[src/rtl/alux_pkg.sv]
`timescale 1ns / 1ps
// ----------------------------------------------------------------------------
// alux_pkg - shared types and constants for the lux reporter
// Segment table, change divisors, float encoding constants, sequencer states.
// ----------------------------------------------------------------------------
package alux_pkg;

  localparam logic [3:0]  SEG_LAST      = 4'd14;
  localparam logic [7:0]  SAT_HIGH      = 8'd112;
  localparam logic [15:0] LUX_MAX       = 16'hFFFF;
  localparam logic [16:0] MANT_MAX      = 17'h007FF;
  localparam logic [3:0]  EXP_BASE      = 4'd7;   // 0x3800 >> 11
  localparam logic [3:0]  LOG_SEG_SPLIT = 4'd11;
  localparam logic [3:0]  FINE_SEG_END  = 4'd7;
  localparam logic [2:0]  MODE_OFF      = 3'd0;
  localparam logic [2:0]  MODE_TOP      = 3'd4;

  typedef enum logic [3:0] {
    ST_IDLE,
    ST_SEARCH,
    ST_DIV_REST,
    ST_ADD_REST,
    ST_DIV_FINE,
    ST_ADD_FINE,
    ST_CHECK,
    ST_DIV_THR,
    ST_DECIDE,
    ST_NORM,
    ST_DONE
  } state_t;

  function automatic logic [7:0] seg_bound(input logic [3:0] idx);
    logic [7:0] b;
    case (idx)
      4'd0:    b = 8'd0;
      4'd1:    b = 8'd9;
      4'd2:    b = 8'd17;
      4'd3:    b = 8'd27;
      4'd4:    b = 8'd40;
      4'd5:    b = 8'd53;
      4'd6:    b = 8'd66;
      4'd7:    b = 8'd79;
      4'd8:    b = 8'd88;
      4'd9:    b = 8'd96;
      4'd10:   b = 8'd101;
      4'd11:   b = 8'd106;
      4'd12:   b = 8'd109;
      4'd13:   b = 8'd112;
      default: b = 8'd255;
    endcase
    return b;
  endfunction

  function automatic logic [7:0] change_div(input logic [2:0] mode);
    logic [7:0] d;
    case (mode)
      3'd0:    d = 8'd100;
      3'd1:    d = 8'd20;
      3'd2:    d = 8'd10;
      3'd3:    d = 8'd5;
      default: d = 8'd3;
    endcase
    return d;
  endfunction

endpackage

[src/rtl/alux_if.sv]
`timescale 1ns / 1ps
// ----------------------------------------------------------------------------
// alux_in_if / alux_out_if - valid/ready channels of the lux reporter
// Input carries one ADC reading, output carries one lux report.
// ----------------------------------------------------------------------------
interface alux_in_if;
  logic       valid;
  logic       ready;
  logic [7:0] adc_high;
  logic [7:0] adc_low;

  modport source (output valid, output adc_high, output adc_low, input ready);
  modport sink   (input valid, input adc_high, input adc_low, output ready);
endinterface

interface alux_out_if;
  logic        valid;
  logic        ready;
  logic [15:0] lux_value;
  logic [15:0] lux_float16;
  logic        value_changed;
  logic        send_request;

  modport source (output valid, output lux_value, output lux_float16,
                  output value_changed, output send_request, input ready);
  modport sink   (input valid, input lux_value, input lux_float16,
                  input value_changed, input send_request, output ready);
endinterface

[src/rtl/adc_to_lux_float16_reporter.sv]
`timescale 1ns / 1ps
// ----------------------------------------------------------------------------
// adc_to_lux_float16_reporter - light sensor ADC to lux and bus float
// Piecewise-log lux conversion, 16-bit bus float encoding, change reporting.
// ----------------------------------------------------------------------------
// One item at a time: the next reading is accepted only after the current
// item is done, and later still while the previous report still waits in
// the output register. The segment search walks up to 13 table entries, one
// per cycle, and a single restoring divider, one quotient bit per cycle, is
// shared for the segment interpolation, the low-byte fine term and the change
// threshold (up to three divisions per item; a saturated reading skips the
// search and the first two divisions); normalization of the float mantissa
// takes at most five shifts. The finished report sits in an output register,
// so the next item is accepted while it waits to be taken.
module adc_to_lux_float16_reporter (
  input  logic       clk,
  input  logic       rst_n,
  input  logic       cfg_we,
  input  logic [2:0] cfg_wdata,
  alux_in_if.sink    in_chan,
  alux_out_if.source out_chan
);
  import alux_pkg::*;

  state_t      state_r, state_nxt;
  logic [2:0]  mode_r;
  logic [15:0] last_r, last_nxt;
  logic [7:0]  hi_r, hi_nxt;
  logic [7:0]  lo_r, lo_nxt;
  logic [3:0]  n_r, n_nxt;
  logic [15:0] lux_r, lux_nxt;
  logic        changed_r, changed_nxt;
  logic        send_r, send_nxt;
  logic [16:0] m_r, m_nxt;
  logic [2:0]  k_r, k_nxt;

  // shared divider
  logic [15:0] dvd_r, dvd_nxt;
  logic [7:0]  dvs_r, dvs_nxt;
  logic [7:0]  rem_r, rem_nxt;
  logic [15:0] q_r, q_nxt;
  logic [3:0]  cnt_r, cnt_nxt;
  logic [8:0]  rem_sh;
  logic        rem_ge;
  logic        div_last;

  logic        out_valid_r, out_valid_nxt;
  logic [15:0] out_lux_r, out_lux_nxt;
  logic [15:0] out_flt_r, out_flt_nxt;
  logic        out_chg_r, out_chg_nxt;
  logic        out_snd_r, out_snd_nxt;

  logic [7:0]  delta;
  logic [7:0]  rest;
  logic [3:0]  rest_sh;
  logic [2:0]  mode_sel;
  logic [15:0] diff;
  logic [15:0] thr;

  assign in_chan.ready          = (state_r == ST_IDLE);
  assign out_chan.valid         = out_valid_r;
  assign out_chan.lux_value     = out_lux_r;
  assign out_chan.lux_float16   = out_flt_r;
  assign out_chan.value_changed = out_chg_r;
  assign out_chan.send_request  = out_snd_r;

  assign delta    = seg_bound(n_r) - seg_bound(n_r - 4'd1);
  assign rest     = hi_r - seg_bound(n_r - 4'd1);
  assign rest_sh  = (n_r < LOG_SEG_SPLIT) ? (n_r + 4'd2) : (n_r - 4'd2);
  assign mode_sel = (mode_r > MODE_TOP) ? MODE_TOP : mode_r;
  assign diff     = (lux_r > last_r) ? (lux_r - last_r) : (last_r - lux_r);
  assign thr      = (q_r == 16'd0) ? 16'd1 : q_r;

  assign rem_sh   = {rem_r, dvd_r[15]};
  assign rem_ge   = (rem_sh >= {1'b0, dvs_r});
  assign div_last = (cnt_r == 4'd15);

  always_comb begin
    state_nxt     = state_r;
    last_nxt      = last_r;
    hi_nxt        = hi_r;
    lo_nxt        = lo_r;
    n_nxt         = n_r;
    lux_nxt       = lux_r;
    changed_nxt   = changed_r;
    send_nxt      = send_r;
    m_nxt         = m_r;
    k_nxt         = k_r;
    dvd_nxt       = dvd_r;
    dvs_nxt       = dvs_r;
    rem_nxt       = rem_r;
    q_nxt         = q_r;
    cnt_nxt       = cnt_r;
    out_valid_nxt = out_valid_r;
    out_lux_nxt   = out_lux_r;
    out_flt_nxt   = out_flt_r;
    out_chg_nxt   = out_chg_r;
    out_snd_nxt   = out_snd_r;

    if (out_valid_r && out_chan.ready) begin
      out_valid_nxt = 1'b0;
    end

    if (state_r == ST_DIV_REST || state_r == ST_DIV_FINE || state_r == ST_DIV_THR) begin
      rem_nxt = rem_ge ? 8'(rem_sh - {1'b0, dvs_r}) : rem_sh[7:0];
      q_nxt   = {q_r[14:0], rem_ge};
      dvd_nxt = {dvd_r[14:0], 1'b0};
      cnt_nxt = cnt_r + 4'd1;
    end

    case (state_r)
      ST_IDLE: begin
        if (in_chan.valid) begin
          hi_nxt = in_chan.adc_high;
          lo_nxt = in_chan.adc_low;
          n_nxt  = 4'd1;
          if (in_chan.adc_high >= SAT_HIGH) begin
            lux_nxt   = LUX_MAX;
            state_nxt = ST_CHECK;
          end else begin
            state_nxt = ST_SEARCH;
          end
        end
      end
      ST_SEARCH: begin
        if (n_r < SEG_LAST && hi_r >= seg_bound(n_r)) begin
          n_nxt = n_r + 4'd1;
        end else begin
          lux_nxt   = (n_r <= 4'd1) ? 16'd0 : (16'd2 << n_r);
          dvd_nxt   = 16'(16'(rest) << rest_sh);
          dvs_nxt   = delta;
          rem_nxt   = 8'd0;
          cnt_nxt   = 4'd0;
          state_nxt = ST_DIV_REST;
        end
      end
      ST_DIV_REST: begin
        if (div_last) begin
          state_nxt = ST_ADD_REST;
        end
      end
      ST_ADD_REST: begin
        lux_nxt = (n_r < LOG_SEG_SPLIT) ? (lux_r + q_r) : (lux_r + {q_r[11:0], 4'd0});
        if (n_r < FINE_SEG_END) begin
          dvd_nxt   = 16'(16'(lo_r) << (n_r + 4'd2));
          rem_nxt   = 8'd0;
          cnt_nxt   = 4'd0;
          state_nxt = ST_DIV_FINE;
        end else begin
          state_nxt = ST_CHECK;
        end
      end
      ST_DIV_FINE: begin
        if (div_last) begin
          state_nxt = ST_ADD_FINE;
        end
      end
      ST_ADD_FINE: begin
        lux_nxt   = lux_r + {8'd0, q_r[15:8]};
        state_nxt = ST_CHECK;
      end
      ST_CHECK: begin
        changed_nxt = (lux_r != last_r);
        send_nxt    = 1'b0;
        m_nxt       = {1'b0, lux_r} + 17'(lux_r >> 2) + 17'(lux_r >> 5);
        m_nxt       = m_nxt + 17'(lux_r >> 1) - {1'b0, lux_r};
        k_nxt       = 3'd0;
        if (mode_r != MODE_OFF) begin
          dvd_nxt   = last_r;
          dvs_nxt   = change_div(mode_sel);
          rem_nxt   = 8'd0;
          cnt_nxt   = 4'd0;
          state_nxt = ST_DIV_THR;
        end else begin
          state_nxt = ST_NORM;
        end
      end
      ST_DIV_THR: begin
        if (div_last) begin
          state_nxt = ST_DECIDE;
        end
      end
      ST_DECIDE: begin
        if (lux_r != last_r && diff >= thr) begin
          send_nxt = 1'b1;
          last_nxt = lux_r;
        end
        state_nxt = ST_NORM;
      end
      ST_NORM: begin
        if (m_r > MANT_MAX) begin
          m_nxt = m_r >> 1;
          k_nxt = k_r + 3'd1;
        end else begin
          state_nxt = ST_DONE;
        end
      end
      ST_DONE: begin
        if (!out_valid_r || out_chan.ready) begin
          out_valid_nxt = 1'b1;
          out_lux_nxt   = lux_r;
          out_flt_nxt   = {1'b0, EXP_BASE + {1'b0, k_r}, m_r[10:0]};
          out_chg_nxt   = changed_r;
          out_snd_nxt   = send_r;
          state_nxt     = ST_IDLE;
        end
      end
      default: begin
        state_nxt = ST_IDLE;
      end
    endcase
  end

  always_ff @(posedge clk) begin
    if (!rst_n) begin
      state_r     <= ST_IDLE;
      mode_r      <= MODE_OFF;
      last_r      <= 16'd0;
      out_valid_r <= 1'b0;
    end else begin
      state_r     <= state_nxt;
      last_r      <= last_nxt;
      out_valid_r <= out_valid_nxt;
      if (cfg_we) begin
        mode_r <= cfg_wdata;
      end
    end
  end

  always_ff @(posedge clk) begin
    hi_r      <= hi_nxt;
    lo_r      <= lo_nxt;
    n_r       <= n_nxt;
    lux_r     <= lux_nxt;
    changed_r <= changed_nxt;
    send_r    <= send_nxt;
    m_r       <= m_nxt;
    k_r       <= k_nxt;
    dvd_r     <= dvd_nxt;
    dvs_r     <= dvs_nxt;
    rem_r     <= rem_nxt;
    q_r       <= q_nxt;
    cnt_r     <= cnt_nxt;
    out_lux_r <= out_lux_nxt;
    out_flt_r <= out_flt_nxt;
    out_chg_r <= out_chg_nxt;
    out_snd_r <= out_snd_nxt;
  end

  a_send_implies_change: assert property (@(posedge clk) disable iff (!rst_n)
    out_valid_r && out_snd_r |-> out_chg_r)
    else $error("send request without a changed value");

  a_no_send_when_off: assert property (@(posedge clk) disable iff (!rst_n)
    out_valid_r && (mode_r == MODE_OFF) |-> !out_snd_r)
    else $error("send request while send on change is disabled");

  a_divisor_nonzero: assert property (@(posedge clk) disable iff (!rst_n)
    (state_r == ST_DIV_REST || state_r == ST_DIV_FINE || state_r == ST_DIV_THR)
    |-> (dvs_r != 8'd0))
    else $error("divider running with zero divisor");

  a_float_normalized: assert property (@(posedge clk) disable iff (!rst_n)
    $rose(out_valid_r) |-> !out_flt_r[15] && (out_flt_r[14:11] >= EXP_BASE))
    else $error("float report out of range");

endmodule
[src/flat_wrapper.sv]
// flat-port wrapper written by rule: the top's interface ports become plain ports
module adc_to_lux_float16_reporter_flat import alux_pkg::*;
  (clk, rst_n, cfg_we, cfg_wdata, in_chan_valid, in_chan_adc_high, in_chan_adc_low, in_chan_ready, out_chan_valid, out_chan_lux_value, out_chan_lux_float16, out_chan_value_changed, out_chan_send_request, out_chan_ready);
  alux_in_if in_chan_i ();
  alux_out_if out_chan_i ();
  input  logic clk;
  input  logic rst_n;
  input  logic cfg_we;
  input  logic [2:0] cfg_wdata;
  input wire logic [$bits(in_chan_i.valid)-1:0] in_chan_valid;
  input wire logic [$bits(in_chan_i.adc_high)-1:0] in_chan_adc_high;
  input wire logic [$bits(in_chan_i.adc_low)-1:0] in_chan_adc_low;
  output wire logic [$bits(in_chan_i.ready)-1:0] in_chan_ready;
  output wire logic [$bits(out_chan_i.valid)-1:0] out_chan_valid;
  output wire logic [$bits(out_chan_i.lux_value)-1:0] out_chan_lux_value;
  output wire logic [$bits(out_chan_i.lux_float16)-1:0] out_chan_lux_float16;
  output wire logic [$bits(out_chan_i.value_changed)-1:0] out_chan_value_changed;
  output wire logic [$bits(out_chan_i.send_request)-1:0] out_chan_send_request;
  input wire logic [$bits(out_chan_i.ready)-1:0] out_chan_ready;
  assign in_chan_i.valid = in_chan_valid;
  assign in_chan_i.adc_high = in_chan_adc_high;
  assign in_chan_i.adc_low = in_chan_adc_low;
  assign in_chan_ready = in_chan_i.ready;
  assign out_chan_valid = out_chan_i.valid;
  assign out_chan_lux_value = out_chan_i.lux_value;
  assign out_chan_lux_float16 = out_chan_i.lux_float16;
  assign out_chan_value_changed = out_chan_i.value_changed;
  assign out_chan_send_request = out_chan_i.send_request;
  assign out_chan_i.ready = out_chan_ready;
  adc_to_lux_float16_reporter u_core (.clk(clk), .rst_n(rst_n), .cfg_we(cfg_we), .cfg_wdata(cfg_wdata), .in_chan(in_chan_i), .out_chan(out_chan_i));
endmodule
[config.mk]
export PLATFORM = sky130hd
export DESIGN_NAME = adc_to_lux_float16_reporter_flat
export DESIGN_NICKNAME = d
export VERILOG_FILES = /design/src/rtl/alux_pkg.sv /design/src/rtl/alux_if.sv /design/src/rtl/adc_to_lux_float16_reporter.sv /design/src/flat_wrapper.sv
export SDC_FILE = /design/constraint.sdc
export NUM_CORES = 1
export LEC_CHECK = 0
export ABC_AREA = 1
export BUFFER_PORTS_ARGS = -buffer_cell sky130_fd_sc_hd__buf_2
export CAP_MARGIN = 25
export CORE_MARGIN = 1.5
export CORE_UTILIZATION = 35
export DETAILED_ROUTE_END_ITERATION = 10
export SYNTH_ARGS = -nofsm -noshare
export SYNTH_HDL_FRONTEND = slang
export SYNTH_SLANG_ARGS = --single-unit
[constraint.sdc]
create_clock -name clk -period 5.75 [get_ports clk]
set_clock_uncertainty 0.15 [all_clocks]
set_input_delay 1.4375 -clock clk [delete_from_list [all_inputs] [get_ports clk]]
set_output_delay 1.4375 -clock clk [all_outputs]
set_load 0.05 [all_outputs]
==> flow_summary.yaml <==
worst_setup_path:
  r2r_cells: 23
  cp-end-kind: "flop"
  cp_max_fo: 33
  cp_cell_sequence: "inv_1 -> ha_1 -> nand2_1 -> o21ai_0 -> a21oi_1 -> o21ai_0 -> nand2_1 -> inv_1 -> nand2_1 -> nand2_1 -> nand2_1 -> nand2_1 -> inv_1 -> ha_1 -> nand2_1 -> inv_1 -> nand3_1 -> nor3_1 -> nand2_1 -> nand3_1 -> buf_4 -> nand2_1 -> nand2_1"
  crit_cells: 23
  cpPeakStageDelay_ns: 0.63
  timing.setup.critical_path_class: "reg2reg"
  critPathBufInv: 5
  critPathLaunchType: "flop"
  cpMostUsedCell: "nand2_1"
  required_ns: 5.83
  cpMaxStageDelayCell: "edfxtp_1"
  crit_family: "simple AND/OR/NAND/NOR gates"
  cp.arrival_ns: 5.03
die:
  fp.dieArea_sq_um: 45300
  start_util_pct: 35.6
  die_h_microns: 213
  die_x_microns: 213
  io_pins: 60
  coreArea_sq_um: 43300
  rows: 76
global_routing:
  antenna_found_initial: 1
  grt_first_pass_wirelength_mm: 76.1
  grt_max_degree: 62
  grt_pass1_vias: 13436
  grt_use_total_pct: 22.3
  grt_overflow_total: 0
yosys:
  synthArstFlopShare_pct: 0
  syn_inst: 2120
  yosys_warnings: 0
  yosysTopAreaCellShare_pct: 22.4
  synth.distinct_cells: 57
  syn_nets: 2335
  yosysTopAreaCell: "edfxtp_1"
  synth-edff-count: 115
  syn_area_sq_um: 15400
  avgSynthCellArea_sq_um: 7.26
  synth_top_flop_cell: "edfxtp_1"
  ys_top_cells_by_area: "edfxtp_1 22%, ha_1 13%, nand2_1 13%"
  seq_area_frac_synth_pct: 30.2
  synth-seq-cells: 175
placed_design:
  dp_cells: 2739
  place_congestion: 0.977
  io_buffers: 58
  place_area_sq_um: 16400
  dpl.hpwl_mm: 39.0
cells_and_area:
  drive_gt1_share_pct: 7.23
  area_growth_pct: 10.1
  nets: 2388
  final_area_sq_um: 17000
  diodes: 0
  final_cells: 2771
clock_tree:
  h-tree-depth: 4
  clock_tree.buffer_depth: 2
  clock-sinks: 175
  clk_latency_ns: 0.51
  cts_tree: "done"
  cts_made_buffers: 17
  post_cts_resized: 0
  hold_buffers: 0
  cts_setup_buffers: 0
  root_buffer: "clkbuf_16"
  clk_pin_slew_ns: 0.08
sta:
  period_minus_slack_ns: 4.95
  relSlewSlack_pct: 40.6
  finalHoldViolCount: 0
  finalSetupTns_ns: 0
  finalCritPeriodShare_pct: 86.1
  worst_pin_slew_ns: 0.888
  setup_viol: 0
  rsz0062_at_grt: "no"
  max_freq_ghz: 0.202
  final_max_slew_viol_count: 0
routing:
  detail-route-antenna-nets: 0
  via_per_inst: 5.14
  vias: 14244
  avgRoutedWirePerCell_microns: 17.7
  drc: 0
  drt_iter0_drc: 1094
  routed_wl_mm: 49.1
  first_pass_iters: 8
flow_run:
  drv_cap: 0
status:
  status: "finished, final reports clean"
worst_hold_path:
  hold-path-cell-count: 0
  worst_hold_path_type: "reg2reg"
-- metal layers --
| metal | up-vias | wire (microns) | share of wire [%] | track usage (%) |
|---|---|---|---|---|
| li1 | 7127 | - | - | - |
| met1 | 6651 | 22400 | 46 | 29.0 |
| met2 | 394 | 23300 | 48 | 37.5 |
| met3 | 72 | 2030 | 4.1 | 3.12 |
| met4 | 0 | 1310 | 2.7 | 8.56 |
| met5 | - | 0 | 0 | 0 |
-- logic make-up after synthesis --
kind of cell,share of synthesized area [%]
and+or+nand+nor,25.5
AOI/OAI and AO/OA,14.6
buffers and inverters,9.76
adders and majority gates,17.1
DFF,30.2
xor gates and xnor gates,2.73
other,0.0244
-- through the flow --
step	worst slack (ns)	utilization, %	hold WS [ns]
final	0.800	39.2	0.277
after global routing	0.382	39.2	0.289
after CTS	0.844	39.2	0.279
after detailed placement	0.868	37.9	0.262
after global placement	0.907	37.8	0.255
after floorplan	1.76	-	0.250
-- Yosys cell counts, types with 6 or more instances --
master / count
a21o_1: 8
a21oi_1: 158
a31oi_1: 9
buf_2: 17
clkbuf_1: 18
dfxtp_1: 60
edfxtp_1: 115
fa_1: 33
ha_1: 158
inv_1: 330
inv_2: 9
nand2_1: 520
nand3_1: 190
nand4_1: 25
nor2_1: 123
nor2_2: 6
nor3_1: 12
o2111ai_1: 6
o211ai_1: 13
o21ai_0: 158
o21ai_1: 9
o21bai_1: 6
o221ai_1: 6
or2_2: 10
xnor2_1: 18
xor2_1: 30
-- registers in the layout, indices dropped and copies added, names as in the netlist, 8 cells and up, named ones only --
signal / count
u_core.m_r: 17
u_core.last_r: 16
u_core.dvd_r: 16
u_core.out_chan.lux_float16: 15
u_core.lux_r: 16
u_core.lo_r: 8
u_core.q_r: 16
u_core.dvs_r: 8
u_core.hi_r: 8
u_core.out_chan.lux_value: 16
u_core.rem_r: 8
-- cell usage in the layout, fill, tap and decap left out, drive strengths merged, types with 4 or more instances in the layout --
cell type / count
nor4: 5
o21bai: 6
o21ai: 170
a21oi: 159
edfxtp: 115
nand4: 25
o22ai: 5
a21o: 8
nand2: 526
ha: 158
o21a: 5
a211oi: 4
clkbuf: 18
o221ai: 6
nor2: 134
a31oi: 9
or2: 14
o2111ai: 6
nor3: 13
xnor2: 18
nand3: 192
buf: 79
clkinv: 6
inv: 350
nand3b: 5
o211ai: 13
fa: 33
xor2: 30
dfxtp: 60
-- cell type report --
| type | instances | area (sq um) |
|---|---|---|
| clock buffer | 18 | 429 |
| sequential | 175 | 4650 |
| clock inverter | 14 | 138 |
| inverter | 342 | 1280 |
| multi-input combinational | 1558 | 9250 |
| fill | 4557 | 26300 |
| tap | 585 | 732 |
| timing repair buffer | 79 | 460 |
-- final timing paths --
kind | start | end | slack, ns
max | u_core.lux_r[6] | u_core.send_r | 0.80
min | u_core.m_r[0] | u_core.out_chan.lux_float16[0] | 0.28
max reg2reg | u_core.lux_r[6] | u_core.send_r | 0.80
min reg2reg | u_core.m_r[0] | u_core.out_chan.lux_float16[0] | 0.28
Power is not shown: default switching activity piles up to over one toggle a cycle in this logic, so the estimate is an artifact.
